<file path="src/rqnt_pkg.sv">
// ----------------------------------------------------------------------------
// rqnt_pkg: shared types and constants for the read quality and N trimmer
// Field widths, register indexes, verdict codes and the per-read result type.
// ----------------------------------------------------------------------------
package rqnt_pkg;

    localparam int MAX_READ_LEN = 1024;
    localparam int CNT_W        = $clog2(MAX_READ_LEN + 1);

    localparam int CHAR_W   = 8;
    localparam int THRESH_W = 8;
    localparam int OFFSET_W = 8;
    localparam int CFG_W    = CNT_W;
    localparam int CFG_AW   = 3;

    // register indexes on the configuration port
    localparam logic [CFG_AW-1:0] REG_SCORE_THRESHOLD = 3'd0;
    localparam logic [CFG_AW-1:0] REG_QUALITY_OFFSET  = 3'd1;
    localparam logic [CFG_AW-1:0] REG_N_LIMIT         = 3'd2;
    localparam logic [CFG_AW-1:0] REG_MINIMUM_LENGTH  = 3'd3;
    localparam logic [CFG_AW-1:0] REG_PAIRED_MODE     = 3'd4;

    // reset values
    localparam logic [THRESH_W-1:0] RST_SCORE_THRESHOLD = 8'd0;
    localparam logic [OFFSET_W-1:0] RST_QUALITY_OFFSET  = 8'd33;
    localparam logic [CNT_W-1:0]    RST_N_LIMIT         = 11'd0;
    localparam logic [CNT_W-1:0]    RST_MINIMUM_LENGTH  = 11'd23;

    // unknown base letters
    localparam logic [CHAR_W-1:0] CHAR_N_UPPER = 8'h4E;
    localparam logic [CHAR_W-1:0] CHAR_N_LOWER = 8'h6E;

    // verdict codes
    localparam int VERDICT_W = 2;
    localparam logic [VERDICT_W-1:0] VERDICT_DISCARD     = 2'd0;
    localparam logic [VERDICT_W-1:0] VERDICT_KEEP        = 2'd1;
    localparam logic [VERDICT_W-1:0] VERDICT_FIRST_ONLY  = 2'd2;
    localparam logic [VERDICT_W-1:0] VERDICT_SECOND_ONLY = 2'd3;

    // trim coordinates of one read; start sits in the low bits
    typedef struct packed {
        logic [CNT_W-1:0] n_count;
        logic [CNT_W-1:0] length;
        logic [CNT_W-1:0] end_trim;
        logic [CNT_W-1:0] start;
    } read_result_t;

    localparam int RESULT_W = $bits(read_result_t);

    function automatic logic read_ok(input read_result_t r,
                                     input logic [CNT_W-1:0] n_limit,
                                     input logic [CNT_W-1:0] min_len);
        return (r.n_count <= n_limit) && (r.length > min_len);
    endfunction

endpackage

</file>
<file path="src/read_quality_and_n_trimmer.sv">
// ----------------------------------------------------------------------------
// read_quality_and_n_trimmer: quality and N end trimming of sequencing reads
// Result path: the final base of a read passes the input register, then the
//   result register, which drives m_tvalid.
// Throughput: one base per cycle; the only stall is a base that closes a
//   single read or second mate and meets a full, untaken result register.
// Reset: async active low; clears trim state, held first mate and registers.
// ----------------------------------------------------------------------------
module read_quality_and_n_trimmer
(
    input  logic                             clk,
    input  logic                             rst_n,
    // configuration write port
    input  logic                             cfg_we,
    input  logic [rqnt_pkg::CFG_AW-1:0]      cfg_addr,
    input  logic [rqnt_pkg::CFG_W-1:0]       cfg_data,
    // base stream
    input  logic                             s_tvalid,
    output logic                             s_tready,
    input  logic [15:0]                      s_tdata,   // [7:0] base, [15:8] quality
    input  logic                             s_tuser,   // [0] mate
    input  logic                             s_tlast,   // final base of the read
    // result stream
    output logic                             m_tvalid,
    input  logic                             m_tready,
    output logic [2*rqnt_pkg::RESULT_W-1:0]  m_tdata,   // first_start, first_end_trim,
                                                        // first_length, first_n_count,
                                                        // second_start, second_end_trim,
                                                        // second_length, second_n_count
    output logic [rqnt_pkg::VERDICT_W-1:0]   m_tuser    // [1:0] verdict
);
    import rqnt_pkg::*;

    // ---------------- configuration registers ----------------
    logic [THRESH_W-1:0] score_threshold_reg;
    logic [OFFSET_W-1:0] quality_offset_reg;
    logic [CNT_W-1:0]    n_limit_reg;
    logic [CNT_W-1:0]    minimum_length_reg;
    logic                paired_mode_reg;

    always_ff @(posedge clk or negedge rst_n)
    begin
        if (!rst_n)
        begin
            score_threshold_reg <= RST_SCORE_THRESHOLD;
            quality_offset_reg  <= RST_QUALITY_OFFSET;
            n_limit_reg         <= RST_N_LIMIT;
            minimum_length_reg  <= RST_MINIMUM_LENGTH;
            paired_mode_reg     <= 1'b0;
        end
        else if (cfg_we)
        begin
            case (cfg_addr)
                REG_SCORE_THRESHOLD: score_threshold_reg <= cfg_data[THRESH_W-1:0];
                REG_QUALITY_OFFSET:  quality_offset_reg  <= cfg_data[OFFSET_W-1:0];
                REG_N_LIMIT:         n_limit_reg         <= cfg_data[CNT_W-1:0];
                REG_MINIMUM_LENGTH:  minimum_length_reg  <= cfg_data[CNT_W-1:0];
                REG_PAIRED_MODE:     paired_mode_reg     <= cfg_data[0];
                default:             ;
            endcase
        end
    end

    // ---------------- input register ----------------
    // One base waits here; it is processed (trim state updated) in the cycle
    // it leaves this register.
    logic                s1_valid_reg;
    logic [CHAR_W-1:0]   s1_base_reg;
    logic [CHAR_W-1:0]   s1_qual_reg;
    logic                s1_mate_reg;
    logic                s1_last_reg;

    logic s_fire;
    logic s1_fire;
    logic s1_emits;     // this base closes a single read or a second mate
    logic out_free;     // result register can take a new result this cycle

    logic                  out_valid_reg;
    logic [VERDICT_W-1:0]  out_verdict_reg;
    read_result_t          out_first_reg;
    read_result_t          out_second_reg;

    assign s1_emits = s1_last_reg && (!paired_mode_reg || s1_mate_reg);
    assign out_free = !out_valid_reg || m_tready;
    assign s1_fire  = s1_valid_reg && (!s1_emits || out_free);
    assign s_tready = !s1_valid_reg || s1_fire;
    assign s_fire   = s_tvalid && s_tready;

    always_ff @(posedge clk or negedge rst_n)
    begin
        if (!rst_n)
            s1_valid_reg <= 1'b0;
        else if (s_fire)
            s1_valid_reg <= 1'b1;
        else if (s1_fire)
            s1_valid_reg <= 1'b0;
    end

    always_ff @(posedge clk)
    begin
        if (s_fire)
        begin
            s1_base_reg <= s_tdata[CHAR_W-1:0];
            s1_qual_reg <= s_tdata[2*CHAR_W-1:CHAR_W];
            s1_mate_reg <= s_tuser;
            s1_last_reg <= s_tlast;
        end
    end

    // ---------------- trim state ----------------
    read_result_t rd;

    rqnt_read_tracker u_tracker
    (
        .clk             (clk),
        .rst_n           (rst_n),
        .take            (s1_fire),
        .base            (s1_base_reg),
        .quality         (s1_qual_reg),
        .last            (s1_last_reg),
        .score_threshold (score_threshold_reg),
        .quality_offset  (quality_offset_reg),
        .result          (rd)
    );

    // ---------------- mate pairing and verdict ----------------
    // The first mate is held until its second mate ends; an all-zero held
    // value stands for "no first mate" (length 0, never kept).
    read_result_t first_reg;
    logic         ok_first;
    logic         ok_read;

    logic [VERDICT_W-1:0] verdict_next;
    read_result_t         first_out_next;
    read_result_t         second_out_next;

    assign ok_first = read_ok(first_reg, n_limit_reg, minimum_length_reg);
    assign ok_read  = read_ok(rd, n_limit_reg, minimum_length_reg);

    always_comb
    begin
        if (!paired_mode_reg)
        begin
            verdict_next    = ok_read ? VERDICT_KEEP : VERDICT_DISCARD;
            first_out_next  = rd;
            second_out_next = '0;
        end
        else
        begin
            first_out_next  = first_reg;
            second_out_next = rd;
            if (ok_first && ok_read)
                verdict_next = VERDICT_KEEP;
            else if (ok_first)
                verdict_next = VERDICT_FIRST_ONLY;
            else if (ok_read)
                verdict_next = VERDICT_SECOND_ONLY;
            else
                verdict_next = VERDICT_DISCARD;
        end
    end

    always_ff @(posedge clk or negedge rst_n)
    begin
        if (!rst_n)
            first_reg <= '0;
        else if (s1_fire && s1_last_reg && paired_mode_reg)
            first_reg <= s1_mate_reg ? read_result_t'('0) : rd;
    end

    // ---------------- result register ----------------
    always_ff @(posedge clk or negedge rst_n)
    begin
        if (!rst_n)
            out_valid_reg <= 1'b0;
        else if (s1_fire && s1_emits)
            out_valid_reg <= 1'b1;
        else if (m_tready)
            out_valid_reg <= 1'b0;
    end

    always_ff @(posedge clk)
    begin
        if (s1_fire && s1_emits)
        begin
            out_verdict_reg <= verdict_next;
            out_first_reg   <= first_out_next;
            out_second_reg  <= second_out_next;
        end
    end

    assign m_tvalid = out_valid_reg;
    assign m_tuser  = out_verdict_reg;
    assign m_tdata  = {out_second_reg, out_first_reg};

    // ---------------- assertions ----------------
    // Trim coordinates of a result always add up to at most the read limit.
    assert property (@(posedge clk) disable iff (!rst_n)
        m_tvalid |-> ({1'b0, out_first_reg.start} + {1'b0, out_first_reg.end_trim}
                      + {1'b0, out_first_reg.length}) <= (CNT_W + 1)'(MAX_READ_LEN))
        else $error("first read coordinates exceed read limit");

    assert property (@(posedge clk) disable iff (!rst_n)
        m_tvalid |-> ({1'b0, out_second_reg.start} + {1'b0, out_second_reg.end_trim}
                      + {1'b0, out_second_reg.length}) <= (CNT_W + 1)'(MAX_READ_LEN))
        else $error("second read coordinates exceed read limit");

    // Single-end results carry no second mate and no one-mate verdict.
    assert property (@(posedge clk) disable iff (!rst_n)
        (m_tvalid && !paired_mode_reg) |-> (out_second_reg == '0) &&
            (out_verdict_reg == VERDICT_DISCARD || out_verdict_reg == VERDICT_KEEP))
        else $error("single-end result with second mate data");

    // A stalled read-ending base never lets a new base in behind it.
    assert property (@(posedge clk) disable iff (!rst_n)
        (s1_valid_reg && s1_emits && out_valid_reg && !m_tready) |-> !s_tready)
        else $error("input accepted while result path is blocked");

endmodule

</file>
<file path="src/rqnt_read_tracker.sv">
// ----------------------------------------------------------------------------
// rqnt_read_tracker: per-read trim state
// Updates the running trim registers for one base a cycle while take is high
// and gives the read's finished coordinates as seen after the current base.
// ----------------------------------------------------------------------------
module rqnt_read_tracker
(
    input  logic                          clk,
    input  logic                          rst_n,
    input  logic                          take,
    input  logic [rqnt_pkg::CHAR_W-1:0]   base,
    input  logic [rqnt_pkg::CHAR_W-1:0]   quality,
    input  logic                          last,
    input  logic [rqnt_pkg::THRESH_W-1:0] score_threshold,
    input  logic [rqnt_pkg::OFFSET_W-1:0] quality_offset,
    output rqnt_pkg::read_result_t        result
);
    import rqnt_pkg::*;

    logic [CNT_W-1:0] position_reg,       position_next;
    logic             seen_good_reg,      seen_good_next;
    logic             seen_clean_reg,     seen_clean_next;
    logic [CNT_W-1:0] start_reg,          start_next;
    logic [CNT_W-1:0] last_clean_reg,     last_clean_next;
    logic [CNT_W-1:0] end_index_reg,      end_index_next;
    logic             end_valid_reg,      end_valid_next;
    logic [CNT_W-1:0] run_n_reg,          run_n_next;
    logic [CNT_W-1:0] n_at_clean_reg,     n_at_clean_next;
    logic [CNT_W-1:0] n_at_end_reg,       n_at_end_next;

    logic             active;
    logic             good;
    logic             is_n;
    logic [CNT_W-1:0] tail;

    // score >= threshold  <=>  quality >= offset + threshold
    assign good   = {2'b00, quality} >= ({2'b00, quality_offset} + {2'b00, score_threshold});
    assign is_n   = (base == CHAR_N_UPPER) || (base == CHAR_N_LOWER);
    assign active = position_reg < CNT_W'(MAX_READ_LEN);

    always_comb
    begin
        position_next   = position_reg;
        seen_good_next  = seen_good_reg;
        seen_clean_next = seen_clean_reg;
        start_next      = start_reg;
        last_clean_next = last_clean_reg;
        end_index_next  = end_index_reg;
        end_valid_next  = end_valid_reg;
        run_n_next      = run_n_reg;
        n_at_clean_next = n_at_clean_reg;
        n_at_end_next   = n_at_end_reg;
        if (active)
        begin
            if (good)
                seen_good_next = 1'b1;
            if (seen_good_next)
            begin
                if (!is_n)
                begin
                    if (!seen_clean_reg)
                    begin
                        seen_clean_next = 1'b1;
                        start_next      = position_reg;
                    end
                    last_clean_next = position_reg;
                    n_at_clean_next = run_n_reg;
                end
                else if (seen_clean_reg)
                begin
                    run_n_next = run_n_reg + 1'b1;
                end
            end
            if (good)
            begin
                if (seen_clean_next)
                begin
                    end_valid_next = 1'b1;
                    end_index_next = last_clean_next;
                    n_at_end_next  = n_at_clean_next;
                end
                else
                begin
                    end_index_next = position_reg;
                end
            end
            position_next = position_reg + 1'b1;
        end
    end

    // finished coordinates from the post-update state
    assign tail = position_next - end_index_next - 1'b1;

    always_comb
    begin
        if (!seen_good_next)
        begin
            result.start    = position_next;
            result.end_trim = '0;
            result.length   = '0;
            result.n_count  = '0;
        end
        else if (!end_valid_next)
        begin
            result.start    = end_index_next + 1'b1;
            result.end_trim = tail;
            result.length   = '0;
            result.n_count  = '0;
        end
        else
        begin
            result.start    = start_next;
            result.end_trim = tail;
            result.length   = end_index_next - start_next + 1'b1;
            result.n_count  = n_at_end_next;
        end
    end

    always_ff @(posedge clk or negedge rst_n)
    begin
        if (!rst_n)
        begin
            position_reg   <= '0;
            seen_good_reg  <= 1'b0;
            seen_clean_reg <= 1'b0;
            start_reg      <= '0;
            last_clean_reg <= '0;
            end_index_reg  <= '0;
            end_valid_reg  <= 1'b0;
            run_n_reg      <= '0;
            n_at_clean_reg <= '0;
            n_at_end_reg   <= '0;
        end
        else if (take)
        begin
            if (last)
            begin
                position_reg   <= '0;
                seen_good_reg  <= 1'b0;
                seen_clean_reg <= 1'b0;
                start_reg      <= '0;
                last_clean_reg <= '0;
                end_index_reg  <= '0;
                end_valid_reg  <= 1'b0;
                run_n_reg      <= '0;
                n_at_clean_reg <= '0;
                n_at_end_reg   <= '0;
            end
            else
            begin
                position_reg   <= position_next;
                seen_good_reg  <= seen_good_next;
                seen_clean_reg <= seen_clean_next;
                start_reg      <= start_next;
                last_clean_reg <= last_clean_next;
                end_index_reg  <= end_index_next;
                end_valid_reg  <= end_valid_next;
                run_n_reg      <= run_n_next;
                n_at_clean_reg <= n_at_clean_next;
                n_at_end_reg   <= n_at_end_next;
            end
        end
    end

endmodule

</file>
<file path="config.mk">
export PLATFORM = sky130hd
export DESIGN_NAME = read_quality_and_n_trimmer
export DESIGN_NICKNAME = d
export VERILOG_FILES = /design/src/rqnt_pkg.sv /design/src/read_quality_and_n_trimmer.sv /design/src/rqnt_read_tracker.sv
export SDC_FILE = /design/constraint.sdc
export NUM_CORES = 1
export LEC_CHECK = 0
export ABC_AREA = 1
export BUFFER_PORTS_ARGS = -buffer_cell sky130_fd_sc_hd__buf_2
export CORE_ASPECT_RATIO = 0.9
export CORE_MARGIN = 4
export CORE_UTILIZATION = 30
export DETAILED_ROUTE_END_ITERATION = 10
export GPL_ROUTABILITY_DRIVEN = 1
export HOLD_SLACK_MARGIN = 0.15
export SYNTH_ARGS = -nofsm -noshare
export SYNTH_HDL_FRONTEND = slang
export SYNTH_SLANG_ARGS = --single-unit
</file>
<file path="constraint.sdc">
create_clock -name clk -period 15.8 [get_ports clk]
set_input_delay 3.16 -clock clk [delete_from_list [all_inputs] [get_ports clk]]
set_output_delay 3.16 -clock clk [all_outputs]
set_load 0.05 [all_outputs]
</file>
==> impl_metrics.csv <==
group,metric,value,unit
clock_network,root_buffer,"clkbuf_16",
final_layout,area_growth,15.5,%
pwr,ir_drop,0.000148,V
logic_synthesis,synth_area_per_cell,9.07,um^2
clock_network,numCtsBuffers,34,
clock_network,clock-sinks,272,
place,placed_cell_area,0.0156,mm^2
final_layout,n_fill_cell,4782,
die,die-area,0.0517,mm^2
clock_network,cts.hold.buffers_added,0,
logic_synthesis,yosysSeqAreaShare,50.9,%
die,start_util,30.6,%
route,firstDrtPassIters,5,
final_layout,postLayoutCoreUtil,35.4,%
critical_path,required,16100,ps
route,top_layer_used,"met5",
critical_path,crit_buf_inv,5,
logic_synthesis,synth-main-ff-cell,"dfrtp_1",
hold_path,worstHoldPathType,"flip-flop to flip-flop",
final_layout,largest_reg_flops,88,
pwr,leakage,7.63,nW
clock_network,cts-htree-levels,2,
grt,grt_pass1_vias,11100,
final_layout,fin_cells,2345,
grt,grt_max_degree,99,
route,wl_met3,2.08,mm
clock_network,cts_tree,"done",
critical_path,r2r_start,"score_threshold_reg[2]",
logic_synthesis,syn_inst,1590,
timing,fin_crit_sh,49.1,%
clock_network,clk_pin_slew_worst_paths,60,ps
hold_path,min_from,"first_reg[9]",
die,die-width,239,um
route,wl_met1,18.3,mm
clock_network,cts_setup_buffers,0,
route,wirelength,37.8,mm
logic_synthesis,yosysWarnings,0,
timing,setup_violations,0,
place,gp_congestion,0.933,
critical_path,worstSetupStartpointType,"flip-flop",
route,vias_per_cell,4.82,
timing,finClkSkew,35.2,ps
die,rows,75,
run_status,status,"finished, final reports clean",
final_layout,n_antenna_cell,0,
timing,worstMarginPinSlew,1140,ps
critical_path,cpPeakStageDelay,840,ps
critical_path,cp_top_family,"compound AO/OA/AOI/OAI gates",
route,ant_nets,0,
place,port_buffers,127,
grt,antenna_found_initial,1,
timing,drv_slew,0,
hold_path,holdPathStages,2,
timing,max_freq,0.129,GHz
hold_path,min_to,"first_reg[9]",
grt,overflow,0,
critical_path,regToRegSetupSlack,8040,ps
timing,rsz0062_at_grt,"no",
critical_path,worstReg2RegEnd,"m_tuser[1]",
pwr,power_density,247,mW/mm^2
pwr,p_total,4.12,mW
flow_run,maxCapViolCount,0,
timing,min_period,7760,ps
route,wl_met2,16.3,mm
die,design.portCount,129,
clock_network,cts_resized,0,
place,dp.cells,2284,
timing,fin_setup_tns,0,ps
route,wl_per_cell,16.1,um
place,hpwlAfterDp,27.3,mm
final_layout,drive_above_1_share,16.7,%
timing,setup_slack,8040,ps
die,coreArea,0.0471,mm^2
timing,fin_hold_ws,480,ps
logic_synthesis,async_flop_share,60.7,%
route,routed-via-count,11300,
grt,grt_usage,14.6,%
critical_path,path_class,"flip-flop to flip-flop",
die,die_h,216,um
logic_synthesis,synth_edf_count,107,
logic_synthesis,synth_seq_cells,272,
final_layout,final_nets,1834,
route,drt_iter0_drc,892,
clock_network,insertion_delay,540,ps
place,dp_slack,8280,ps
critical_path,cp_data_arrival_time,8060,ps
timing,hold_viol_final,0,
grt,grt_pass1_wl,60.9,mm
critical_path,rr_worst_depth,42,
critical_path,endpoint_kind,"flip-flop",
critical_path,critPathSlowestCell,"o21ai_0",
clock_network,clockBufferDepth,3,
route,drt_drc_violations_left,0,
timing,slew_headroom,24.2,%
logic_synthesis,synth_area,0.0144,mm^2
final_layout,finish.instance_area,0.0167,mm^2
logic_synthesis,synth_cell_types,50,
logic_synthesis,syn_nets,1720,
critical_path,crit_fanout,43,
## layout make-up
type / count / area, um^2 / area share [%]
sequential: 272 / 7350 / 44.1
multi-input combinational: 1034 / 5970 / 35.8
clock buffer: 38 / 866 / 5.20
inverter: 228 / 856 / 5.14
tap: 616 / 771 / 4.63
timing repair buffer: 134 / 694 / 4.17
clock inverter: 23 / 154 / 0.924
## worst register-to-register path: cells and delay by family (launching register included)
| family | cells | cell delay [ps] |
|---|---|---|
| XOR/XNOR | 1 | 100 |
| buffers and inverters | 5 | 420 |
| flip-flops | 1 | 390 |
| AO/OA/AOI/OAI | 12 | 2510 |
| adder cells (fa/ha/maj) | 5 | 1640 |
| AND/OR/NAND/NOR | 19 | 2460 |
## layer usage
layer	vias to the layer above	GRT usage, %
li1	5574	-
met1	5383	21.0
met2	262	22.1
met3	75	2.60
met4	2	5.09
met5	-	0
## cells in the final DEF (no fill, tap or decap), types with 18 or more instances in the layout
cell type and instances:
xor2_1 18, inv_1 215, nor2_2 21, nand2_1 331
nand4_1 18, o21ai_0 147, ha_1 91, nand3_1 55
edfxtp_1 107, buf_2 126, dfrtp_1 159, clkbuf_16 34
o22ai_1 79, o21ai_1 27, nor2_1 77, a21oi_1 51
## power by group
group | total [mW] | switching [mW] | internal [mW]
sequential | 1.04 | 0.0763 | 0.968
combinational | 2.36 | 1.62 | 0.745
clock | 0.717 | 0.316 | 0.401
## worst max-delay path by stage
stage                                       from    endpoint  slack [ps]  depth (start not counted)
after detailed placement  score_threshold_reg[2]  m_tuser[1]        8280                         42
after floorplan                         m_tready  m_tdata[0]        7810                          5
after CTS                 score_threshold_reg[2]  m_tuser[1]        8210                         42
after global routing      score_threshold_reg[2]  m_tuser[1]        7330                         42
final                     score_threshold_reg[2]  m_tuser[1]        8040                         42
after global placement    score_threshold_reg[2]  m_tuser[1]        8310                         42
## Yosys cell counts, types with 3 or more instances
cell      number  area [um^2]
edfxtp_1     107         3210
buf_6          3         33.8
nand2_4        7         78.8
nand3_1       55          275
o21ai_1       27          135
xor2_1        18          158
xnor2_1        6         52.6
nor2_2        21          131
o21bai_1       3         22.5
o211ai_1       3         22.5
dfrtp_1      159         3980
o21a_1         3         22.5
nor2_4         6         67.6
o22ai_1       79          494
or2_2          3         18.8
o21ai_0      147          736
inv_2         12         45.0
ha_1          91         1140
o21ai_2        9         78.8
buf_2          7         35.0
nand4_1       18          113
a211oi_1       5         37.5
nand3_2       14          140
dfstp_2        6          158
nand2_2       15         93.8
clkbuf_1      41          154
nor2_1        78          293
a21o_1         7         52.6
a21oi_1       52          260
inv_1        215          807
o31ai_1        3         22.5
nor3_1        15         75.1
nand2_1      331         1240
## cell families (layout without fill, tap and decap cells)
family | after synthesis | count (layout) | share of synthesized area, %
AOI/OAI and AO/OA | 346 | 346 | 13.7
buffers and inverters | 284 | 423 | 7.74
adders and majority gates | 93 | 93 | 8.17
xor gates and xnor gates | 24 | 24 | 1.46
DFF | 272 | 272 | 50.9
and+or+nand+nor | 571 | 571 | 18.0
No activity file was read; power rests on OpenSTA's default activity.
